## config.mk

```make
export PLATFORM = sky130hd
export DESIGN_NAME = chunk_residency_manager_core
export DESIGN_NICKNAME = d
export VERILOG_FILES = /design/src/hw/rtl/crm_pkg.sv /design/src/hw/rtl/crm_floor_div.sv /design/src/hw/rtl/chunk_residency_manager_core.sv
export SDC_FILE = /design/constraint.sdc
export NUM_CORES = 2
export LEC_CHECK = 0
export CAP_MARGIN = 25
export CELL_PAD_IN_SITES_DETAIL_PLACEMENT = 1
export CELL_PAD_IN_SITES_GLOBAL_PLACEMENT = 2
export CORE_MARGIN = 1.5
export CORE_UTILIZATION = 37
export CTS_CLUSTER_SIZE = 28
export DETAILED_ROUTE_END_ITERATION = 10
export DONT_BUFFER_PORTS = 1
export PLACE_DENSITY = 0.7
export SLEW_MARGIN = 20
export SYNTH_ARGS = -nofsm -noshare
export SYNTH_HDL_FRONTEND = slang
export SYNTH_SLANG_ARGS = --single-unit
```

## constraint.sdc

```tcl
create_clock -name aclk -period 31.5 [get_ports aclk]
set_input_delay 1.575 -clock aclk [delete_from_list [all_inputs] [get_ports aclk]]
set_output_delay 1.575 -clock aclk [all_outputs]
set_load 0.1 [all_outputs]
```

## src/hw/rtl/crm_pkg.sv

```systemverilog
// ----------------------------------------------------------------------------
// crm_pkg
// Shared constants for the chunk residency manager.
// ----------------------------------------------------------------------------
package crm_pkg;
    localparam int MAX_CHUNKS_DEF = 16;
    localparam int COORD_BITS_DEF = 24;
    localparam int POS_BITS       = 24;
    localparam int SIZE_BITS      = 9;
    localparam int CURRENT_RESET  = -100;
    localparam logic [1:0] REG_SIZE_X = 2'd0;
    localparam logic [1:0] REG_SIZE_Y = 2'd1;
    localparam logic [1:0] REG_SIZE_Z = 2'd2;
endpackage

```

## src/hw/rtl/crm_floor_div.sv

```systemverilog
// ----------------------------------------------------------------------------
// crm_floor_div
// Restoring divider: signed position floor-divided by an unsigned size.
// ----------------------------------------------------------------------------
module crm_floor_div #(
    parameter int COORD_BITS = crm_pkg::COORD_BITS_DEF
) (
    input  logic                            aclk,
    input  logic                            aresetn,
    input  logic                            start,
    input  logic signed [crm_pkg::POS_BITS-1:0] pos,
    input  logic [crm_pkg::SIZE_BITS-1:0]  size,
    output logic                            done,
    output logic [COORD_BITS-1:0]          quot
);
    localparam int PB = crm_pkg::POS_BITS;
    localparam int SB = crm_pkg::SIZE_BITS;
    logic [PB-1:0]   mag_reg, q_reg;
    logic [SB:0]     rem_reg;
    logic [SB-1:0]   div_reg;
    logic            neg_reg, busy_reg, done_reg;
    logic [4:0]      cnt_reg;
    logic [SB:0]     trial;
    logic [SB:0]     sh;
    logic [PB:0]     qn;

    assign sh    = {rem_reg[SB-1:0], mag_reg[PB-1]};
    assign trial = sh - {1'b0, div_reg};

    always_ff @(posedge aclk) begin
        if (!aresetn) begin
            busy_reg <= 1'b0;
            done_reg <= 1'b0;
        end else begin
            done_reg <= 1'b0;
            if (start) begin
                busy_reg <= 1'b1;
                neg_reg  <= pos[PB-1];
                mag_reg  <= pos[PB-1] ? PB'(-pos) : pos;
                div_reg  <= (size == '0) ? SB'(1) : size;
                rem_reg  <= '0;
                q_reg    <= '0;
                cnt_reg  <= '0;
            end else if (busy_reg) begin
                mag_reg <= {mag_reg[PB-2:0], 1'b0};
                if (!trial[SB]) begin
                    rem_reg <= trial;
                    q_reg   <= {q_reg[PB-2:0], 1'b1};
                end else begin
                    rem_reg <= sh;
                    q_reg   <= {q_reg[PB-2:0], 1'b0};
                end
                cnt_reg <= cnt_reg + 5'd1;
                if (cnt_reg == 5'(PB-1)) begin
                    busy_reg <= 1'b0;
                    done_reg <= 1'b1;
                end
            end
        end
    end

    // negative: -(q) minus one when the remainder is nonzero
    always_comb begin
        if (neg_reg)
            qn = (rem_reg != '0) ? ~{1'b0, q_reg} : -{1'b0, q_reg};
        else
            qn = {1'b0, q_reg};
    end
    assign done = done_reg;
    assign quot = COORD_BITS'($signed(qn));
endmodule

```

## src/hw/rtl/chunk_residency_manager_core.sv

```systemverilog
// ----------------------------------------------------------------------------
// chunk_residency_manager_core
// Maps a viewer position to a chunk and keeps a table of resident chunks.
// ----------------------------------------------------------------------------
// Usage: present pos_x/y/z on the s_ channel. The position is floor-divided
// per axis by the chunk size through one shared serial divider. If the
// chunk is unchanged one result (changed = 0, last = 1) follows. Otherwise
// nine neighbour results follow, NW to SE, with last on the ninth. Each
// neighbour scans the slot table once to look up (one slot a cycle), and
// when the table overflows scans it again for the furthest entry.
// s_ready is high only while the block is idle. Each result sits in an
// output register until the m_ transfer; the sequencer holds meanwhile, so
// a receiver stall only stretches the item. Reset clears the valid bits,
// sets the current chunk to -100 on each axis and the sizes to 16.
// Chunk sizes are written through cfg_we / cfg_index / cfg_data.
// ----------------------------------------------------------------------------
module chunk_residency_manager_core #(
    parameter int MAX_CHUNKS = crm_pkg::MAX_CHUNKS_DEF,
    parameter int COORD_BITS = crm_pkg::COORD_BITS_DEF
) (
    input  logic aclk,
    input  logic aresetn,
    input  logic cfg_we,
    input  logic [1:0] cfg_index,
    input  logic [crm_pkg::SIZE_BITS-1:0] cfg_data,
    input  logic s_valid,
    output logic s_ready,
    input  logic signed [crm_pkg::POS_BITS-1:0] s_pos_x,
    input  logic signed [crm_pkg::POS_BITS-1:0] s_pos_y,
    input  logic signed [crm_pkg::POS_BITS-1:0] s_pos_z,
    output logic m_valid,
    input  logic m_ready,
    output logic m_changed,
    output logic signed [crm_pkg::POS_BITS-1:0] m_chunk_x,
    output logic signed [crm_pkg::POS_BITS-1:0] m_chunk_y,
    output logic signed [crm_pkg::POS_BITS-1:0] m_chunk_z,
    output logic m_added,
    output logic m_evicted_valid,
    output logic signed [crm_pkg::POS_BITS-1:0] m_evicted_x,
    output logic signed [crm_pkg::POS_BITS-1:0] m_evicted_y,
    output logic signed [crm_pkg::POS_BITS-1:0] m_evicted_z,
    output logic m_last
);
    localparam int CB = COORD_BITS;
    localparam int PB = crm_pkg::POS_BITS;
    localparam int SB = crm_pkg::SIZE_BITS;
    localparam int NS = MAX_CHUNKS + 1;
    localparam int IW = $clog2(NS + 1);
    localparam int XW = $clog2(NS);
    localparam int DW = CB + 3;

    localparam logic [3:0] ST_IDLE = 4'd0, ST_DIV = 4'd1, ST_DWAIT = 4'd2,
                           ST_CMP = 4'd3, ST_LOOK = 4'd4, ST_INS = 4'd5,
                           ST_EVS = 4'd6, ST_EVD = 4'd7, ST_OUT = 4'd8;

    logic [3:0] state_reg;
    logic [1:0] axis_reg;
    logic [CB-1:0] cx_reg, cy_reg, cz_reg, cur_x_reg, cur_y_reg, cur_z_reg;
    logic [CB-1:0] nx_reg, nz_reg;
    logic [SB-1:0] size_x_reg, size_y_reg, size_z_reg;
    logic signed [PB-1:0] px_reg, py_reg, pz_reg;
    logic [CB-1:0] slot_x [NS];
    logic [CB-1:0] slot_y [NS];
    logic [CB-1:0] slot_z [NS];
    logic [NS-1:0] valid_reg;
    logic [XW-1:0] idx_reg, free_reg, best_reg;
    logic found_reg, free_ok_reg, best_ok_reg;
    logic [IW-1:0] count_reg;
    logic [DW-1:0] bestd_reg;
    logic [1:0] dx_reg, dz_reg;   // 0,1,2 -> -1,0,+1
    logic [XW-1:0] idx;

    logic div_start, div_done;
    logic signed [PB-1:0] div_pos;
    logic [SB-1:0] div_size;
    logic [CB-1:0] div_q;

    crm_floor_div #(.COORD_BITS(CB)) u_div (
        .aclk(aclk), .aresetn(aresetn), .start(div_start), .pos(div_pos),
        .size(div_size), .done(div_done), .quot(div_q)
    );

    assign idx = idx_reg;
    assign div_start = (state_reg == ST_DIV);
    always_comb begin
        case (axis_reg)
            2'd0:    begin div_pos = px_reg; div_size = size_x_reg; end
            2'd1:    begin div_pos = py_reg; div_size = size_y_reg; end
            default: begin div_pos = pz_reg; div_size = size_z_reg; end
        endcase
    end

    // distance unit: one slot against the current chunk
    logic signed [CB:0] ddx, ddy, ddz;
    logic [DW-1:0] slot_dist;
    assign ddx = $signed({slot_x[idx][CB-1], slot_x[idx]}) - $signed({cx_reg[CB-1], cx_reg});
    assign ddy = $signed({slot_y[idx][CB-1], slot_y[idx]}) - $signed({cy_reg[CB-1], cy_reg});
    assign ddz = $signed({slot_z[idx][CB-1], slot_z[idx]}) - $signed({cz_reg[CB-1], cz_reg});
    assign slot_dist = DW'(ddx[CB] ? -ddx : ddx) + DW'(ddy[CB] ? -ddy : ddy)
                     + DW'(ddz[CB] ? -ddz : ddz);

    logic hit;
    assign hit = valid_reg[idx] && slot_x[idx] == nx_reg && slot_y[idx] == cy_reg
                 && slot_z[idx] == nz_reg;

    assign s_ready = (state_reg == ST_IDLE);

    always_ff @(posedge aclk) begin
        if (!aresetn) begin
            state_reg  <= ST_IDLE;
            valid_reg  <= '0;
            m_valid    <= 1'b0;
            size_x_reg <= SB'(16);
            size_y_reg <= SB'(16);
            size_z_reg <= SB'(16);
            cur_x_reg  <= CB'(crm_pkg::CURRENT_RESET);
            cur_y_reg  <= CB'(crm_pkg::CURRENT_RESET);
            cur_z_reg  <= CB'(crm_pkg::CURRENT_RESET);
        end else begin
            if (cfg_we) begin
                case (cfg_index)
                    crm_pkg::REG_SIZE_X: size_x_reg <= cfg_data;
                    crm_pkg::REG_SIZE_Y: size_y_reg <= cfg_data;
                    crm_pkg::REG_SIZE_Z: size_z_reg <= cfg_data;
                    default: ;
                endcase
            end
            if (m_valid && m_ready) m_valid <= 1'b0;
            case (state_reg)
                ST_IDLE: if (s_valid) begin
                    px_reg <= s_pos_x; py_reg <= s_pos_y; pz_reg <= s_pos_z;
                    axis_reg <= 2'd0;
                    state_reg <= ST_DIV;
                end
                ST_DIV: state_reg <= ST_DWAIT;
                ST_DWAIT: if (div_done) begin
                    case (axis_reg)
                        2'd0:    cx_reg <= div_q;
                        2'd1:    cy_reg <= div_q;
                        default: cz_reg <= div_q;
                    endcase
                    if (axis_reg == 2'd2) state_reg <= ST_CMP;
                    else begin
                        axis_reg <= axis_reg + 2'd1;
                        state_reg <= ST_DIV;
                    end
                end
                ST_CMP: begin
                    if (cx_reg == cur_x_reg && cy_reg == cur_y_reg && cz_reg == cur_z_reg) begin
                        // unchanged chunk: single result
                        m_changed <= 1'b0; m_added <= 1'b0; m_evicted_valid <= 1'b0;
                        m_chunk_x <= PB'($signed(cx_reg));
                        m_chunk_y <= PB'($signed(cy_reg));
                        m_chunk_z <= PB'($signed(cz_reg));
                        m_evicted_x <= '0; m_evicted_y <= '0; m_evicted_z <= '0;
                        m_last <= 1'b1;
                        m_valid <= 1'b1;
                        state_reg <= ST_OUT;
                    end else begin
                        cur_x_reg <= cx_reg; cur_y_reg <= cy_reg; cur_z_reg <= cz_reg;
                        dx_reg <= 2'd0; dz_reg <= 2'd0;
                        nx_reg <= cx_reg - CB'(1); nz_reg <= cz_reg - CB'(1);
                        idx_reg <= '0; found_reg <= 1'b0; free_ok_reg <= 1'b0;
                        count_reg <= '0;
                        state_reg <= ST_LOOK;
                    end
                end
                ST_LOOK: begin
                    // walk slots: count, match, first free
                    if (valid_reg[idx]) count_reg <= count_reg + IW'(1);
                    if (hit) found_reg <= 1'b1;
                    if (!valid_reg[idx] && !free_ok_reg) begin
                        free_ok_reg <= 1'b1; free_reg <= idx;
                    end
                    if (idx_reg == XW'(NS-1)) state_reg <= ST_INS;
                    else idx_reg <= idx_reg + XW'(1);
                end
                ST_INS: begin
                    m_changed <= 1'b1;
                    m_chunk_x <= PB'($signed(nx_reg));
                    m_chunk_y <= PB'($signed(cy_reg));
                    m_chunk_z <= PB'($signed(nz_reg));
                    m_evicted_valid <= 1'b0;
                    m_evicted_x <= '0; m_evicted_y <= '0; m_evicted_z <= '0;
                    m_last <= (dx_reg == 2'd2) && (dz_reg == 2'd2);
                    if (!found_reg && free_ok_reg) begin
                        slot_x[free_reg] <= nx_reg;
                        slot_y[free_reg] <= cy_reg;
                        slot_z[free_reg] <= nz_reg;
                        valid_reg[free_reg] <= 1'b1;
                        m_added <= 1'b1;
                        if (count_reg + IW'(1) > IW'(MAX_CHUNKS)) begin
                            idx_reg <= '0; best_ok_reg <= 1'b0; bestd_reg <= '0;
                            state_reg <= ST_EVS;
                        end else begin
                            m_valid <= 1'b1; state_reg <= ST_OUT;
                        end
                    end else begin
                        m_added <= 1'b0;
                        m_valid <= 1'b1; state_reg <= ST_OUT;
                    end
                end
                ST_EVS: begin
                    // furthest scan, strict > keeps the lowest slot on ties
                    if (valid_reg[idx] && (!best_ok_reg || slot_dist > bestd_reg)) begin
                        best_ok_reg <= 1'b1; best_reg <= idx; bestd_reg <= slot_dist;
                    end
                    if (idx_reg == XW'(NS-1)) state_reg <= ST_EVD;
                    else idx_reg <= idx_reg + XW'(1);
                end
                ST_EVD: begin
                    if (best_ok_reg) begin
                        m_evicted_valid <= 1'b1;
                        m_evicted_x <= PB'($signed(slot_x[best_reg]));
                        m_evicted_y <= PB'($signed(slot_y[best_reg]));
                        m_evicted_z <= PB'($signed(slot_z[best_reg]));
                        valid_reg[best_reg] <= 1'b0;
                    end
                    m_valid <= 1'b1; state_reg <= ST_OUT;
                end
                ST_OUT: if (m_valid && m_ready) begin
                    if (m_last) state_reg <= ST_IDLE;
                    else begin
                        // advance to next neighbour
                        if (dx_reg == 2'd2) begin
                            dx_reg <= 2'd0; dz_reg <= dz_reg + 2'd1;
                            nx_reg <= cx_reg - CB'(1); nz_reg <= nz_reg + CB'(1);
                        end else begin
                            dx_reg <= dx_reg + 2'd1; nx_reg <= nx_reg + CB'(1);
                        end
                        idx_reg <= '0; found_reg <= 1'b0; free_ok_reg <= 1'b0;
                        count_reg <= '0;
                        state_reg <= ST_LOOK;
                    end
                end
                default: state_reg <= ST_IDLE;
            endcase
        end
    end
endmodule
```

* Word level (Yosys, flattened, before mapping)
Memory sizes are Yosys's and may differ from the RTL's. A register that Yosys moved wholly into a read port is not among the register bits.
Index checks and enable logic that the tools add are counted.
** Storage, ports and cells
- Bits in registers :: 592
- RAM bits :: 1224
- Input port bits :: 88
- Output and inout bits :: 150
- Memories :: 3
** Memory list
- slot_x :: words 17, bits a word 24, read ports 2, clocked after Yosys merged registers in 2, wr ports 1, line chunk_residency_manager_core.sv:62 : logic [CB-1:0] slot_x [NS];
- slot_y :: words 17, bits a word 24, read ports 2, clocked after Yosys merged registers in 2, wr ports 1, line chunk_residency_manager_core.sv:63 : logic [CB-1:0] slot_y [NS];
- slot_z :: words 17, bits a word 24, read ports 2, clocked after Yosys merged registers in 2, wr ports 1, line chunk_residency_manager_core.sv:64 : logic [CB-1:0] slot_z [NS];
** Operators by class
- $add $sub $neg :: 21
- Magnitude comparators :: 7
- Equality and inequality tests :: 40
- Muxes and demuxes :: 121
- Bitwise logic cells :: 8
- Reduce and logical (&&, ||, !) cells :: 58
** Operator list (number)
- $mux W24 :: 21
- $pmux W24 S2 :: 6
- $pmux W24 S3 :: 3
- $mux W27 :: 6
- $eq A24 B24 Y1 :: 6
- $neg A25 Y27 :: 3
- $sub A24 B24 Y25 :: 3
- $mux W5 :: 14
- $add A27 B27 Y27 :: 2
- $pmux W27 S2 :: 1
- $add A24 B1 Y24 const B :: 2
- $neg A24 Y24 :: 2
- $sub A24 B1 Y24 const B :: 2
- $pmux W4 S9 :: 1
- $mux W17 :: 2
- $ne A2 B2 Y1 const B :: 17
- $pmux W17 S2 :: 1
- $mux W4 :: 8
- $gt A27 B27 Y1 :: 1
- $mux W1 :: 27
- $not A24 Y24 :: 1
- $reduce_and A6 Y1 :: 4
- $mux W2 :: 11
- $mux W10 :: 2
- 44 further kinds :: 109

* Depth between registers and ports, before layout
- Word-level depth :: 10
- Mapped depth :: 45

* Modules after synthesis
Synthesis repeated with hierarchy kept, for this count alone.
** Unflattened totals
- Cell total of the unflattened synthesis :: 6065
- Area total of the unflattened synthesis :: 91569.1 sq um
** By module, submodules not included
- chunk_residency_manager_core :: times used 1, cells each 5643, area an instance 87079.8 sq um
- crm_floor_div :: times used 1, cells each 422, area an instance 4489.3 sq um

* Worst setup path after synthesis
OpenSTA, ideal clock, no wires.
- Path type :: reg-to-reg
- Start :: register with a tool-made name
- End :: register with a tool-made name
- Arrival :: 10269 ps
- Path slack :: 21110 ps
- Stages on the path, launching flop included :: 41
- Path buffers :: 8
- Clock period less this slack :: 10390 ps
- Path through :: dfxtp_1 > buf_4 > buf_6 > buf_4 > buf_4 > buf_4 > clkbuf_1 > buf_2 > mux4_2 > mux4_2 > mux2i_1 > ha_1 > inv_1 > fa_1 > a21o_1 > a22o_1 > o21ai_1 > o21ai_0 > [5 not listed] > xor2_1 > fa_1 > inv_1 > ha_1 > a21o_1 > a21o_1 > a2111oi_1 > o21ai_0 > a211oi_1 > nor2_1 > a221oi_1 > xnor2_1 > ha_1 > nand4_1 > nor4_1 > o21ai_0 > a211oi_1 > mux2_2

==> metrics.txt <==
CORE AREA 244000 µm²; design area 102000 µm²; fraction of layout cells with a size suffix above 1 19.9%; CTS Buffer Depth 3; Slowest cell on crit path a221oi_1; Fillers 24117; commonest non-fill, non-tap cell in the layout edfxtp_1; hpwl dp 201000 µm; startpoint types flip-flop; Warnings, synthesis 0; most used cell, CP a21o_1; Worst-Skew Late Latency 0.90 ns; Initial Util 37.3%; syn avg cell area 15.0 µm²; CTS Hold Bufs 0; Net count, final 6358; Placed Area 95100 µm²; post-synth cell types 96; static leakage 34.3 nW; placed cell count 9077; Critical Path RT 32.05 ns; Reg2Reg Setup Slack 18.46 ns; Num CTS Buffers 199; Post-Layout Cell Count 9458; worst vdd ir 0.0462 mV; # rows 181; number of flops mapped to enable cells by yosys 1693; first-pass GRT wire length 434000 µm; top routing layer in use met5; Rel. slew slack 16.9%; Post-Synthesis Cells 6075; Worst-path clk slew 0.06 ns; Post-CTS Setup Inserts 0; Setup crit end kind flip-flop; clk sinks 1826; Pins Over Slew Limit 0; Crit path largest cell delay 0.77 ns; wire length on met2 144000 µm; antenna violations before repair 23; vias 56757; Syn-to-layout area delta 11.7%; Clock Skews 0.0711 ns; fmax 0.0767 GHz; top_reg_cell synth edfxtp_1; most frequent cells in the layout edfxtp_1 (1693), mux4_2 (684), nand2_1 (500); DRC Markers 0; routed length per placed instance 32.2 µm; port bufs 0; Worst EP arrival 13.58 ns; Total Power 5.81 mW; IO Pins 238; PwrDens 57.1 nW/µm²; Final ANT Viol Nets 0; Post-Syn Area 91000 µm²; vias in the first global route 58632; Iteration-0 DRC Markers 6067; Die Area 249000 µm²; Final setup viols 0; Worst Reg-to-Reg Cells 40; Hold EP u_div.done$_SDFF_PP0_; root buf cell clkbuf_16; hold depth 2; H-tree depth 4; Worst Hold Class reg2reg; post-synthesis sequential area ratio 58.8%; routability cong. 0.907; largest registers slot_x: 408 flops, slot_y: 408 flops, slot_z: 408 flops; outcome finished, final reports clean; RSZ-0062 raised after global routing false; Final min period 13.04 ns; Crit Path Class reg2reg; reg2reg end bestd_reg[2]$_SDFFCE_PN0P_; number of synthesized register bits 1826; TritonRoute pass-1 iters 5; Resized Gates After CTS 0; Final Cycle Share 41.4%; crit path max fanout 77; Setup Total Neg Slack 0 ns; hold path start u_div.busy_reg$_SDFF_PN0_; Least-Margin Pin Slew 1.24 ns; met1 WL 126000 µm; Routed WL 304000 µm; chip height 499 µm; largest net degree at the start of global routing 97; Fin. Hold Viols 0; Async S/R FF share, synth 0%; met3 WL 24200 µm; Total Routing Usage GR 24.2%; vias per std cell 6.00; Die Wd 499 µm; CTS tree built; # Max-Cap Violations 0; grt ovf 0
[final cells by class]
| type | count | area [µm²] | share of cell area [%] |
|---|---|---|---|
| inverter | 252 | 950 | 0.934 |
| clock inverter | 119 | 1300 | 1.27 |
| tap | 3202 | 4010 | 3.94 |
| antenna | 3 | 7.51 | 0.00738 |
| timing repair buffer | 154 | 1330 | 1.31 |
| multi-input combinational | 3653 | 35400 | 34.8 |
| clock buffer | 249 | 5230 | 5.14 |
| sequential | 1826 | 53500 | 52.6 |
[power by group]
part / leakage (nW) / switching, mW / internal [mW]
clock: 3.14 / 1.03 / 1.32
sequential: 16.2 / 0.0270 / 2.65
combinational: 14.9 / 0.473 / 0.302
total: 34.3 / 1.53 / 4.28
[logic make-up after synthesis]
| logic type | count (synthesis) | share of synthesized area, % |
|---|---|---|
| DFF | 1826 | 58.8 |
| and+or+nand+nor | 1358 | 6.98 |
| AOI/OAI and AO/OA | 866 | 6.25 |
| muxes | 865 | 18.9 |
| buffers and inverters | 598 | 2.64 |
| xor gates and xnor gates | 377 | 3.64 |
| adders and majority gates | 184 | 2.78 |
| other | 1 | 0.00412 |
[per-layer routing]
metal / vias to the layer above / GRT usage, %
met5: - / 0
met4: 4 / 7.76
met3: 423 / 4.89
met2: 2368 / 38.9
met1: 30084 / 33.0
li1: 23878 / -
[critical path, delay by kind of cell, from the launching register on]
kind / cells / cell delay [ns]
AOI/OAI and AO/OA: 25 / 6.66
DFF: 1 / 0.72
adders and majority gates: 6 / 2.20
muxes: 1 / 0.58
and+or+nand+nor: 4 / 0.71
buffers and inverters: 4 / 1.53
[cells in the mapped netlist (11+ instances only)]
library cell | count | share of area, %
a211oi_1 | 22 | 0.18
a21boi_0 | 14 | 0.12
a21o_1 | 58 | 0.48
a21oi_1 | 205 | 1.1
a22o_1 | 40 | 0.38
a22oi_1 | 27 | 0.22
a31oi_1 | 29 | 0.20
and2_1 | 66 | 0.45
and3_1 | 33 | 0.23
buf_1 | 55 | 0.23
buf_2 | 44 | 0.24
buf_4 | 19 | 0.16
clkbuf_1 | 224 | 0.92
dfxtp_1 | 133 | 2.9
edfxtp_1 | 1693 | 56
fa_1 | 31 | 0.68
ha_1 | 153 | 2.1
inv_1 | 249 | 1.0
mux2_2 | 18 | 0.22
mux2i_1 | 163 | 1.8
mux4_2 | 684 | 17
nand2_1 | 502 | 2.1
nand2b_1 | 17 | 0.12
nand3_1 | 88 | 0.48
nand4_1 | 51 | 0.35
nor2_1 | 334 | 1.4
nor2b_1 | 31 | 0.21
nor3_1 | 71 | 0.39
nor3b_1 | 11 | 0.091
nor4_1 | 55 | 0.38
o211ai_1 | 79 | 0.65
o21a_1 | 24 | 0.20
o21ai_0 | 216 | 1.2
o31ai_1 | 17 | 0.14
or2_2 | 14 | 0.096
or3_1 | 30 | 0.21
or4_1 | 17 | 0.14
xnor2_1 | 221 | 2.1
xor2_1 | 155 | 1.5
[through the flow]
stage | hold slack, ns | setup slack, ns | utilization, %
final | 0.451 | 18.46 | 41.7
after global routing | 0.485 | 17.60 | 41.7
after CTS | 0.453 | 18.47 | 41.7
after detailed placement | 0.446 | 18.53 | 39.0
after global placement | 0.435 | 18.62 | 38.9
after floorplan | 0.430 | 21.11 | -
[worst max path at each step]
stage,slack [ns],depth (start not counted),to,start
finish,18.46,40,bestd_reg[2]$_SDFFCE_PN0P_,flip-flop
global route,17.60,35,bestd_reg[7]$_SDFFCE_PN0P_,flip-flop
CTS,18.47,40,bestd_reg[2]$_SDFFCE_PN0P_,flip-flop
detailed placement,18.53,40,bestd_reg[2]$_SDFFCE_PN0P_,flip-flop
global placement,18.62,40,bestd_reg[1]$_SDFFCE_PN0P_,flip-flop
floorplan,21.11,40,flip-flop,flip-flop
Power figures use the tool's default switching activity.
